[src/rtl/pet_pkg.sv]
`default_nettype none

package pet_pkg;

	localparam int unsigned SampleW = 16;
	localparam int unsigned GainW = 16;
	localparam int unsigned IntegW = 32;
	localparam int unsigned DerivW = 17;
	localparam int unsigned CountW = 16;
	localparam int unsigned SqW = 48;
	localparam int unsigned SqProdW = 32;
	localparam int unsigned DriveW = 24;
	localparam int unsigned CfgIndexW = 8;

	localparam logic [CfgIndexW-1:0] REG_PROP_GAIN = 8'd0;
	localparam logic [CfgIndexW-1:0] REG_INTEG_GAIN = 8'd1;
	localparam logic [CfgIndexW-1:0] REG_DERIV_GAIN = 8'd2;
	localparam logic [CfgIndexW-1:0] REG_SETTLE_SAMPLES = 8'd3;

	localparam logic [CountW-1:0] SETTLE_RESET = 16'd100;

	typedef struct packed {
		logic signed [SampleW-1:0] error_sample;
		logic start_run;
	} in_item_t;

	typedef struct packed {
		logic signed [DriveW-1:0] drive_value;
		logic [SqW-1:0] sq_error_total;
		logic [CountW-1:0] samples_seen;
	} out_item_t;

	typedef struct packed {
		logic signed [GainW-1:0] prop_gain;
		logic signed [GainW-1:0] integ_gain;
		logic signed [GainW-1:0] deriv_gain;
		logic [CountW-1:0] settle_samples;
	} cfg_t;

	typedef struct packed {
		logic signed [SampleW-1:0] error_sample;
		logic signed [IntegW-1:0] integral;
		logic signed [DerivW-1:0] deriv;
		logic [SqW-1:0] sq_total;
		logic [CountW-1:0] count;
	} upd_t;

endpackage

`default_nettype wire

[src/rtl/pet_cfg_regs.sv]
`default_nettype none

module pet_cfg_regs (
	input  wire logic clk,
	input  wire logic arst_n,
	input  wire logic cfg_valid,
	output logic cfg_ready,
	input  wire logic [pet_pkg::CfgIndexW-1:0] cfg_index,
	input  wire logic [pet_pkg::GainW-1:0] cfg_data,
	output pet_pkg::cfg_t cfg
);
	import pet_pkg::*;

	cfg_t cfg_q;

	assign cfg_ready = 1'b1;
	assign cfg = cfg_q;

	always_ff @(posedge clk or negedge arst_n) begin
		if (!arst_n) begin
			cfg_q.prop_gain <= '0;
			cfg_q.integ_gain <= '0;
			cfg_q.deriv_gain <= '0;
			cfg_q.settle_samples <= SETTLE_RESET;
		end else if (cfg_valid) begin
			case (cfg_index)
				REG_PROP_GAIN: cfg_q.prop_gain <= cfg_data;
				REG_INTEG_GAIN: cfg_q.integ_gain <= cfg_data;
				REG_DERIV_GAIN: cfg_q.deriv_gain <= cfg_data;
				REG_SETTLE_SAMPLES: cfg_q.settle_samples <= cfg_data;
				default: ;
			endcase
		end
	end

endmodule

`default_nettype wire

[src/rtl/pet_update.sv]
`default_nettype none

module pet_update (
	input  wire logic clk,
	input  wire logic arst_n,
	input  wire logic in_valid,
	output logic in_stall,
	input  wire pet_pkg::in_item_t in_data,
	input  wire logic [pet_pkg::CountW-1:0] settle_samples,
	output logic upd_valid,
	input  wire logic upd_ready,
	output pet_pkg::upd_t upd_data
);
	import pet_pkg::*;

	logic v_s1;
	logic signed [SampleW-1:0] e_s1;
	logic start_s1;
	logic [SqProdW-1:0] sq_s1;

	logic v_s2;
	upd_t upd_s2;

	logic signed [IntegW-1:0] integral_q;
	logic signed [SampleW-1:0] prev_q;
	logic [CountW-1:0] count_q;
	logic [SqW-1:0] sq_sum_q;

	logic ready1, ready2, adv1;
	logic signed [SqProdW-1:0] sq_c;

	logic signed [IntegW-1:0] base_int;
	logic signed [SampleW-1:0] base_prev;
	logic [CountW-1:0] base_cnt;
	logic [SqW-1:0] base_sq;
	logic signed [IntegW:0] int_sum;
	logic signed [IntegW-1:0] int_new;
	logic signed [DerivW-1:0] d_new;
	logic [CountW-1:0] cnt_new;
	logic [SqW:0] sq_sum;
	logic [SqW-1:0] sq_new;

	function automatic logic signed [SqProdW-1:0] e_sq(input logic signed [SampleW-1:0] e);
		logic signed [SqProdW-1:0] ex;
		ex = SqProdW'(e);
		return ex * ex;
	endfunction

	assign ready2 = !v_s2 || upd_ready;
	assign ready1 = !v_s1 || ready2;
	assign adv1 = v_s1 && ready2;
	assign in_stall = !ready1;
	assign upd_valid = v_s2;
	assign upd_data = upd_s2;

	assign sq_c = e_sq(in_data.error_sample);

	always_comb begin
		base_int = start_s1 ? '0 : integral_q;
		base_prev = start_s1 ? '0 : prev_q;
		base_cnt = start_s1 ? '0 : count_q;
		base_sq = start_s1 ? '0 : sq_sum_q;

		int_sum = (IntegW+1)'(base_int) + (IntegW+1)'(e_s1);
		if (int_sum[IntegW] != int_sum[IntegW-1]) begin
			int_new = int_sum[IntegW] ? {1'b1, {(IntegW-1){1'b0}}} : {1'b0, {(IntegW-1){1'b1}}};
		end else begin
			int_new = int_sum[IntegW-1:0];
		end

		if (base_cnt == '0) begin
			d_new = '0;
		end else begin
			d_new = DerivW'(e_s1) - DerivW'(base_prev);
		end

		cnt_new = (base_cnt == '1) ? base_cnt : base_cnt + 1'b1;

		sq_sum = {1'b0, base_sq} + {{(SqW+1-SqProdW){1'b0}}, sq_s1};
		if (cnt_new > settle_samples) begin
			sq_new = sq_sum[SqW] ? '1 : sq_sum[SqW-1:0];
		end else begin
			sq_new = base_sq;
		end
	end

	always_ff @(posedge clk or negedge arst_n) begin
		if (!arst_n) begin
			v_s1 <= 1'b0;
			v_s2 <= 1'b0;
			integral_q <= '0;
			prev_q <= '0;
			count_q <= '0;
			sq_sum_q <= '0;
		end else begin
			if (ready1) begin
				v_s1 <= in_valid;
			end
			if (ready2) begin
				v_s2 <= v_s1;
			end
			if (adv1) begin
				integral_q <= int_new;
				prev_q <= e_s1;
				count_q <= cnt_new;
				sq_sum_q <= sq_new;
			end
		end
	end

	always_ff @(posedge clk) begin
		if (in_valid && ready1) begin
			e_s1 <= in_data.error_sample;
			start_s1 <= in_data.start_run;
			sq_s1 <= sq_c;
		end
		if (adv1) begin
			upd_s2.error_sample <= e_s1;
			upd_s2.integral <= int_new;
			upd_s2.deriv <= d_new;
			upd_s2.sq_total <= sq_new;
			upd_s2.count <= cnt_new;
		end
	end

endmodule

`default_nettype wire

[src/rtl/pet_drive.sv]
`default_nettype none

module pet_drive (
	input  wire logic clk,
	input  wire logic arst_n,
	input  wire logic upd_valid,
	output logic upd_ready,
	input  wire pet_pkg::upd_t upd_data,
	input  wire pet_pkg::cfg_t cfg,
	output logic out_valid,
	input  wire logic out_stall,
	output pet_pkg::out_item_t out_data
);
	import pet_pkg::*;

	localparam int unsigned PW = GainW + SampleW;
	localparam int unsigned IW = GainW + IntegW;
	localparam int unsigned DW = GainW + DerivW;
	localparam int unsigned AccW = IW + 2;

	logic v_s3;
	logic signed [PW-1:0] p_s3;
	logic signed [IW-1:0] i_s3;
	logic signed [DW-1:0] d_s3;
	logic [SqW-1:0] sq_s3;
	logic [CountW-1:0] cnt_s3;

	logic vo_q;
	out_item_t out_q;

	logic ready_o, ready3;
	logic signed [PW-1:0] p_c;
	logic signed [IW-1:0] i_c;
	logic signed [DW-1:0] d_c;
	logic signed [AccW-1:0] acc, neg, rnd, shr;
	logic signed [DriveW-1:0] drive_c;

	assign ready_o = !vo_q || !out_stall;
	assign ready3 = !v_s3 || ready_o;
	assign upd_ready = ready3;
	assign out_valid = vo_q;
	assign out_data = out_q;

	always_comb begin
		p_c = PW'(cfg.prop_gain) * PW'(upd_data.error_sample);
		i_c = IW'(cfg.integ_gain) * IW'(upd_data.integral);
		d_c = DW'(cfg.deriv_gain) * DW'(upd_data.deriv);
	end

	always_comb begin
		acc = AccW'(p_s3) + AccW'(i_s3) + AccW'(d_s3);
		neg = -acc;
		rnd = neg + AccW'(signed'(128));
		shr = rnd >>> 8;
		if (shr > AccW'(signed'(8388607))) begin
			drive_c = {1'b0, {(DriveW-1){1'b1}}};
		end else if (shr < -AccW'(signed'(8388608))) begin
			drive_c = {1'b1, {(DriveW-1){1'b0}}};
		end else begin
			drive_c = shr[DriveW-1:0];
		end
	end

	always_ff @(posedge clk or negedge arst_n) begin
		if (!arst_n) begin
			v_s3 <= 1'b0;
			vo_q <= 1'b0;
		end else begin
			if (ready3) begin
				v_s3 <= upd_valid;
			end
			if (ready_o) begin
				vo_q <= v_s3;
			end
		end
	end

	always_ff @(posedge clk) begin
		if (upd_valid && ready3) begin
			p_s3 <= p_c;
			i_s3 <= i_c;
			d_s3 <= d_c;
			sq_s3 <= upd_data.sq_total;
			cnt_s3 <= upd_data.count;
		end
		if (v_s3 && ready_o) begin
			out_q.drive_value <= drive_c;
			out_q.sq_error_total <= sq_s3;
			out_q.samples_seen <= cnt_s3;
		end
	end

endmodule

`default_nettype wire

[src/rtl/pid_error_tracker.sv]
// PID error tracker: one Q8.8 error sample per input transaction, one result
// transaction per sample carrying the negated, saturated PID drive value, the
// squared-error total and the sample count of the current run.
// The input and output channels use valid and stall; a transaction completes
// on a rising edge where valid is high and stall is low. The configuration
// channel uses valid and ready, ready is always high, and writes the gains
// and the settle threshold by register index; unknown indexes are ignored.
// The datapath is a four-register pipeline: input register with the e*e
// product, state update, gain products, then the summed and rounded result in
// the output register. One sample is taken in every cycle while in_stall is low.
// Each stage holds its contents while the next is full, so a stall on the
// output lets the earlier stages keep filling; the input stalls only once all
// four stages hold results.
// Reset clears the run state and empties the pipeline; the gains reset to zero
// and the settle threshold to 100. A sample with start_run set clears the run
// state before it is applied.
`default_nettype none

module pid_error_tracker (
	input  wire logic clk,
	input  wire logic arst_n,
	input  wire logic in_valid,
	output logic in_stall,
	input  wire pet_pkg::in_item_t in_data,
	output logic out_valid,
	input  wire logic out_stall,
	output pet_pkg::out_item_t out_data,
	input  wire logic cfg_valid,
	output logic cfg_ready,
	input  wire logic [pet_pkg::CfgIndexW-1:0] cfg_index,
	input  wire logic [pet_pkg::GainW-1:0] cfg_data
);
	import pet_pkg::*;

	cfg_t cfg;
	logic upd_valid, upd_ready;
	upd_t upd_data;

	pet_cfg_regs u_cfg (
		.clk(clk),
		.arst_n(arst_n),
		.cfg_valid(cfg_valid),
		.cfg_ready(cfg_ready),
		.cfg_index(cfg_index),
		.cfg_data(cfg_data),
		.cfg(cfg)
	);

	pet_update u_update (
		.clk(clk),
		.arst_n(arst_n),
		.in_valid(in_valid),
		.in_stall(in_stall),
		.in_data(in_data),
		.settle_samples(cfg.settle_samples),
		.upd_valid(upd_valid),
		.upd_ready(upd_ready),
		.upd_data(upd_data)
	);

	pet_drive u_drive (
		.clk(clk),
		.arst_n(arst_n),
		.upd_valid(upd_valid),
		.upd_ready(upd_ready),
		.upd_data(upd_data),
		.cfg(cfg),
		.out_valid(out_valid),
		.out_stall(out_stall),
		.out_data(out_data)
	);

	a_count_nonzero: assert property (@(posedge clk) disable iff (!arst_n)
		out_valid |-> out_data.samples_seen != '0)
		else $error("result transaction with a zero sample count");

	a_no_stall_when_drained: assert property (@(posedge clk) disable iff (!arst_n)
		(!out_valid || !out_stall) |-> !in_stall)
		else $error("input stalled while the output side can move");

	a_first_sq_bound: assert property (@(posedge clk) disable iff (!arst_n)
		(out_valid && out_data.samples_seen == 16'd1) |->
		out_data.sq_error_total <= 48'h0000_4000_0000)
		else $error("squared-error total too large on the first sample of a run");

endmodule

`default_nettype wire

[config.mk]
export PLATFORM = sky130hd
export DESIGN_NAME = pid_error_tracker
export DESIGN_NICKNAME = d
export VERILOG_FILES = /design/src/rtl/pet_pkg.sv /design/src/rtl/pet_cfg_regs.sv /design/src/rtl/pet_update.sv /design/src/rtl/pet_drive.sv /design/src/rtl/pid_error_tracker.sv
export SDC_FILE = /design/constraint.sdc
export NUM_CORES = 2
export LEC_CHECK = 0
export BUFFER_PORTS_ARGS = -buffer_cell sky130_fd_sc_hd__buf_4
export CAP_MARGIN = 20
export CORE_UTILIZATION = 49
export CTS_CLUSTER_SIZE = 20
export DETAILED_ROUTE_END_ITERATION = 8
export SYNTH_ARGS = -nofsm -noshare
export SYNTH_HDL_FRONTEND = slang
export SYNTH_SLANG_ARGS = --single-unit
export TNS_END_PERCENT = 20
[constraint.sdc]
create_clock -name clk -period 19.35 [get_ports clk]
set_input_delay 3.87 -clock clk [delete_from_list [all_inputs] [get_ports clk]]
set_output_delay 3.87 -clock clk [all_outputs]
set_load 0.02 [all_outputs]
==> results.md <==
* Status: finished, final reports clean
* # Post-CTS Setup Buffers at 0
* 1st-iter DRT viols at roughly 3100
* First-pass GRT wire length at 315800 um
* Initial Utilization at 0.4928
* Hold_buf cts at 0
* Worst skew pair latency at between 0.6 and 0.7 ns
* TritonRoute pass-1 iters at 5
* Gr usage total at 0.2511
* Num CTS Buffers at 75
* Initial antenna violation count at 2
* Arr. time, crit path at around 10 ns
* Leakage power at between 40 and 50 nW
* RD Place Congestion at a little under 0.9
* CP Max Fanout at 17
* Endpoint class of the critical path: flip-flop
* Worst Skew at about 0.037 ns
* Critical path launch point type: primary input
* Die ar. at 0.1607 mm2
* DP Cell Count at roughly 9800
* Synth Warn # at 0
* Switching power total at around 6.3 mW
* Vias per std cell at 5.341
* FP Rows at approximately 150
* Vias in the first global route at between 50000 and 60000
* Mapped Cells at roughly 8000
* Mapped Avg Cell Area at 10.02 um2
* Fin crit period at around 10 ns
* H-tree levels at 3
* Area growth from synthesis to layout at 7.301%
* Netlist cell types at 100
* Worst-Margin Slew at 1.047 ns
* Dominant synthesized flop cell: edfxtp_1
* Post-route cell area at roughly 0.084 mm2
* Netlist Area Pre-Place at approximately 0.08 mm2
* Resized cells post-CTS at 0
* Power Density at ~160 mW/mm2
* Fin nets at between 9000 and 10000
* Final ANT Viol Nets at 0
* TritonCTS clock tree: done
* Layout cells sized above 1 at 0.06642
* PortBufs at about 140
* Reg power frac at 0.202
* Routed Wire Length at about 190000 um
* Final Non-Filler Cells at roughly 9900
* Mapped Nets at just under 10000
* Crit share post-route at 0.5183
* Largest net degree at the start of global routing at about 130
* HPWL Detailed at 151800 um
* Slew headroom at 0.2964
* Wire length per cell at roughly 19 um
* Vias at around 53000
* Final Setup Violations at 0
* CTS sink count at approximately 620
* Post-synth EDFFs at between 400 and 500
* Grt ovf at 0
* Slew Viols, Final at 0
* Worst slack, placed at 8.710 ns
* Comb pwr share at 0.685
* Min-Delay Path Class: flip-flop to flip-flop
* Ports at around 140
* Max Clk Rate at about 0.10 GHz
* RSZ-0062 raised after global routing: no
* Reg clk slew, reported paths at 0.06 ns
* Sequential fraction of the synthesis area at 0.2277
* Worst EP required at 19.76 ns
* Synth Register Bits at ~620
* Async SR Flop Fraction at 0.2899
* CTS max path bufs at 3
* Drt drc at 0
* Hold Vio Cnt, Final at 0
* Fillers at between 10000 and 15000
* Setup WS post-layout at just over 9 ns
* Peak supply drop at between 0.0002 and 0.0003 V
* Clock root cell: clkbuf_16
* Placeable Area at between 0.15 and 0.2 mm2
* Multi-input gate area at 0.05294 mm2
* WS Path Type: primary input to flip-flop
* Die Width at between 400 and 500 um
* Total Neg Setup Slack at 0 ns
* FF/Latch Area at between 0.015 and 0.02 mm2
* Die Ht at 400.9 um
* Cell-internal power at 6.645 mW
* Maximum Capacitance Violations at 0
* Placed inst area at around 0.08 mm2
* Clock share of power at 0.113
* Switching share of power at 0.4880
-- cell usage in the layout (no fill, tap or decap), types with 74 or more instances in the layout --
master     Yosys  final
a21o_1       118    118
a21oi_1      226    226
and2_1       456    455
buf_4          3    183
clkbuf_16      0     78
dfrtp_1      177    177
edfxtp_1     441    441
fa_1        1314   1314
ha_1         557    557
inv_1       1677   1677
mux2_2       116    116
nand2_1      942    941
nand2b_1      74     74
nor2_1       242    242
nor2b_1      109    108
o21ai_0      145    145
xnor2_1      189    189
xor2_1        77     77
-- sequential cells by signal, summed over array words and instances, names as in the netlist, 16 cells and up --
name and cells:
u_update.upd_data 129, u_drive.out_data 88, u_cfg.cfg 64, u_drive.i_s3 48
u_drive.sq_s3 48, u_update.sq_sum_q 48, u_drive.d_s3 33, u_drive.p_s3 32
u_update.integral_q 32, u_update.sq_s1 31, u_drive.cnt_s3 16, u_update.count_q 16
u_update.prev_q 16
-- synth_stat cells, types with 15 or more instances --
| cell type | instances | area share |
|---|---|---|
| o21a_1 | 37 | 0.0036 |
| xnor2_1 | 189 | 0.021 |
| nor2_1 | 242 | 0.012 |
| a211oi_1 | 34 | 0.0033 |
| edfxtp_1 | 441 | 0.17 |
| a21o_1 | 118 | 0.011 |
| xor2_1 | 77 | 0.0087 |
| mux2_2 | 116 | 0.017 |
| nand2b_1 | 74 | 0.0059 |
| o211ai_1 | 17 | 0.0016 |
| nand3_1 | 73 | 0.0047 |
| o21ai_2 | 21 | 0.0024 |
| a21oi_1 | 226 | 0.015 |
| o21ai_0 | 145 | 0.0093 |
| o21ai_1 | 35 | 0.0022 |
| and3_1 | 39 | 0.0031 |
| dfrtp_1 | 177 | 0.057 |
| clkbuf_1 | 231 | 0.011 |
| or2_2 | 19 | 0.0015 |
| or3_1 | 19 | 0.0015 |
| nor3_1 | 50 | 0.0032 |
| nand4_1 | 29 | 0.0023 |
| inv_1 | 1677 | 0.081 |
| nand2_1 | 942 | 0.045 |
| a31oi_1 | 55 | 0.0044 |
| nor4_1 | 15 | 0.0012 |
| fa_1 | 1314 | 0.34 |
| ha_1 | 557 | 0.089 |
| nor2b_1 | 109 | 0.0087 |
| o21bai_1 | 28 | 0.0027 |
| and2_1 | 456 | 0.037 |
-- final timing paths --
kind,start,end,slack (ns),depth (start not counted)
setup / recovery,in_data[5],u_update.sq_s1[31]$_DFFE_PP_,9.32,25
hold / removal,u_update.upd_data[7]$_DFFE_PP_,u_drive.cnt_s3[7]$_DFFE_PP_,0.42,0
setup reg to reg,u_update.upd_data[92]$_DFFE_PP_,u_drive.i_s3[44]$_DFFE_PP_,11.15,22
hold reg to reg,u_update.upd_data[7]$_DFFE_PP_,u_drive.cnt_s3[7]$_DFFE_PP_,0.42,0
max in group asynchronous,arst_n,u_cfg.cfg[24]$_DFFE_PN0P_,14.73,2
min in group asynchronous,arst_n,u_update.sq_sum_q[36]$_DFFE_PN0P_,3.22,1
-- cells by family after synthesis --
kind of cell,after synthesis,synth area share
AOI/OAI and AO/OA,859,0.07286
xor gates and xnor gates,266,0.02988
adders and majority gates,1871,0.4268
buffers and inverters,1929,0.09376
DFF,621,0.2277
muxes,128,0.01834
other,1,0.00004810
and+or+nand+nor,2109,0.1306
-- critical path, stage by stage --
cell and delay, ns:
buf_4 0.20, inv_1 0.24, nor2_1 0.11, fa_1 0.54
inv_1 0.07, fa_1 0.54, inv_1 0.04, ha_1 0.18
fa_1 0.47, inv_1 0.05, fa_1 0.56, inv_1 0.06
fa_1 0.44, ha_1 0.33, o21ai_0 0.11, a21boi_0 0.33
nor2_1 0.09, a2111oi_0 0.51, o21bai_1 0.21, a211oi_1 0.43
a31oi_1 0.21, a21oi_1 0.25, a41oi_1 0.21, a21oi_1 0.24
o211ai_1 0.13
-- power groups by stage --
stage               Combinational, mW  Clock (mW)  Sequential [mW]
floorplan                        6.78           0             2.44
global placement                 8.75           0             2.64
detailed placement               8.88           0             2.64
CTS                              8.95        1.50             2.63
global route                     10.1        1.54             2.66
finish                           8.89        1.46             2.62
-- final cells by class --
class                           count  share of cell area
Multi-Input combinational cell   5234              0.6329
Sequential cell                   621              0.2122
Inverter                         1680             0.07547
Tap cell                         2072             0.03099
Clock buffer                       93             0.02436
Timing Repair Buffer              188             0.01781
Clock inverter                     43            0.006177
Antenna cell                        3          0.00008974
-- layer usage --
layer | global-route usage | wire length (um) | part of all wire | vias up
met5 | 0 | 0 | 0 | -
met3 | 0.02987 | 9420 | 0.049 | 239
met2 | 0.4295 | 94370 | 0.49 | 1320
li1 | - | - | - | 24323
met1 | 0.3345 | 83860 | 0.43 | 27180
met4 | 0.07676 | 5912 | 0.031 | 0
-- per-stage QoR --
stage / hold slack, ns / total power, mW / util
after detailed placement: 0.4045 / 11.52 / 0.5121
after CTS: 0.4100 / 13.08 / 0.5282
after global routing: 0.4209 / 14.29 / 0.5288
after floorplan: 0.4003 / 9.224 / -
after global placement: 0.4028 / 11.39 / 0.5121
final: 0.4179 / 12.98 / 0.5288
No activity file was read; power rests on OpenSTA's default activity.
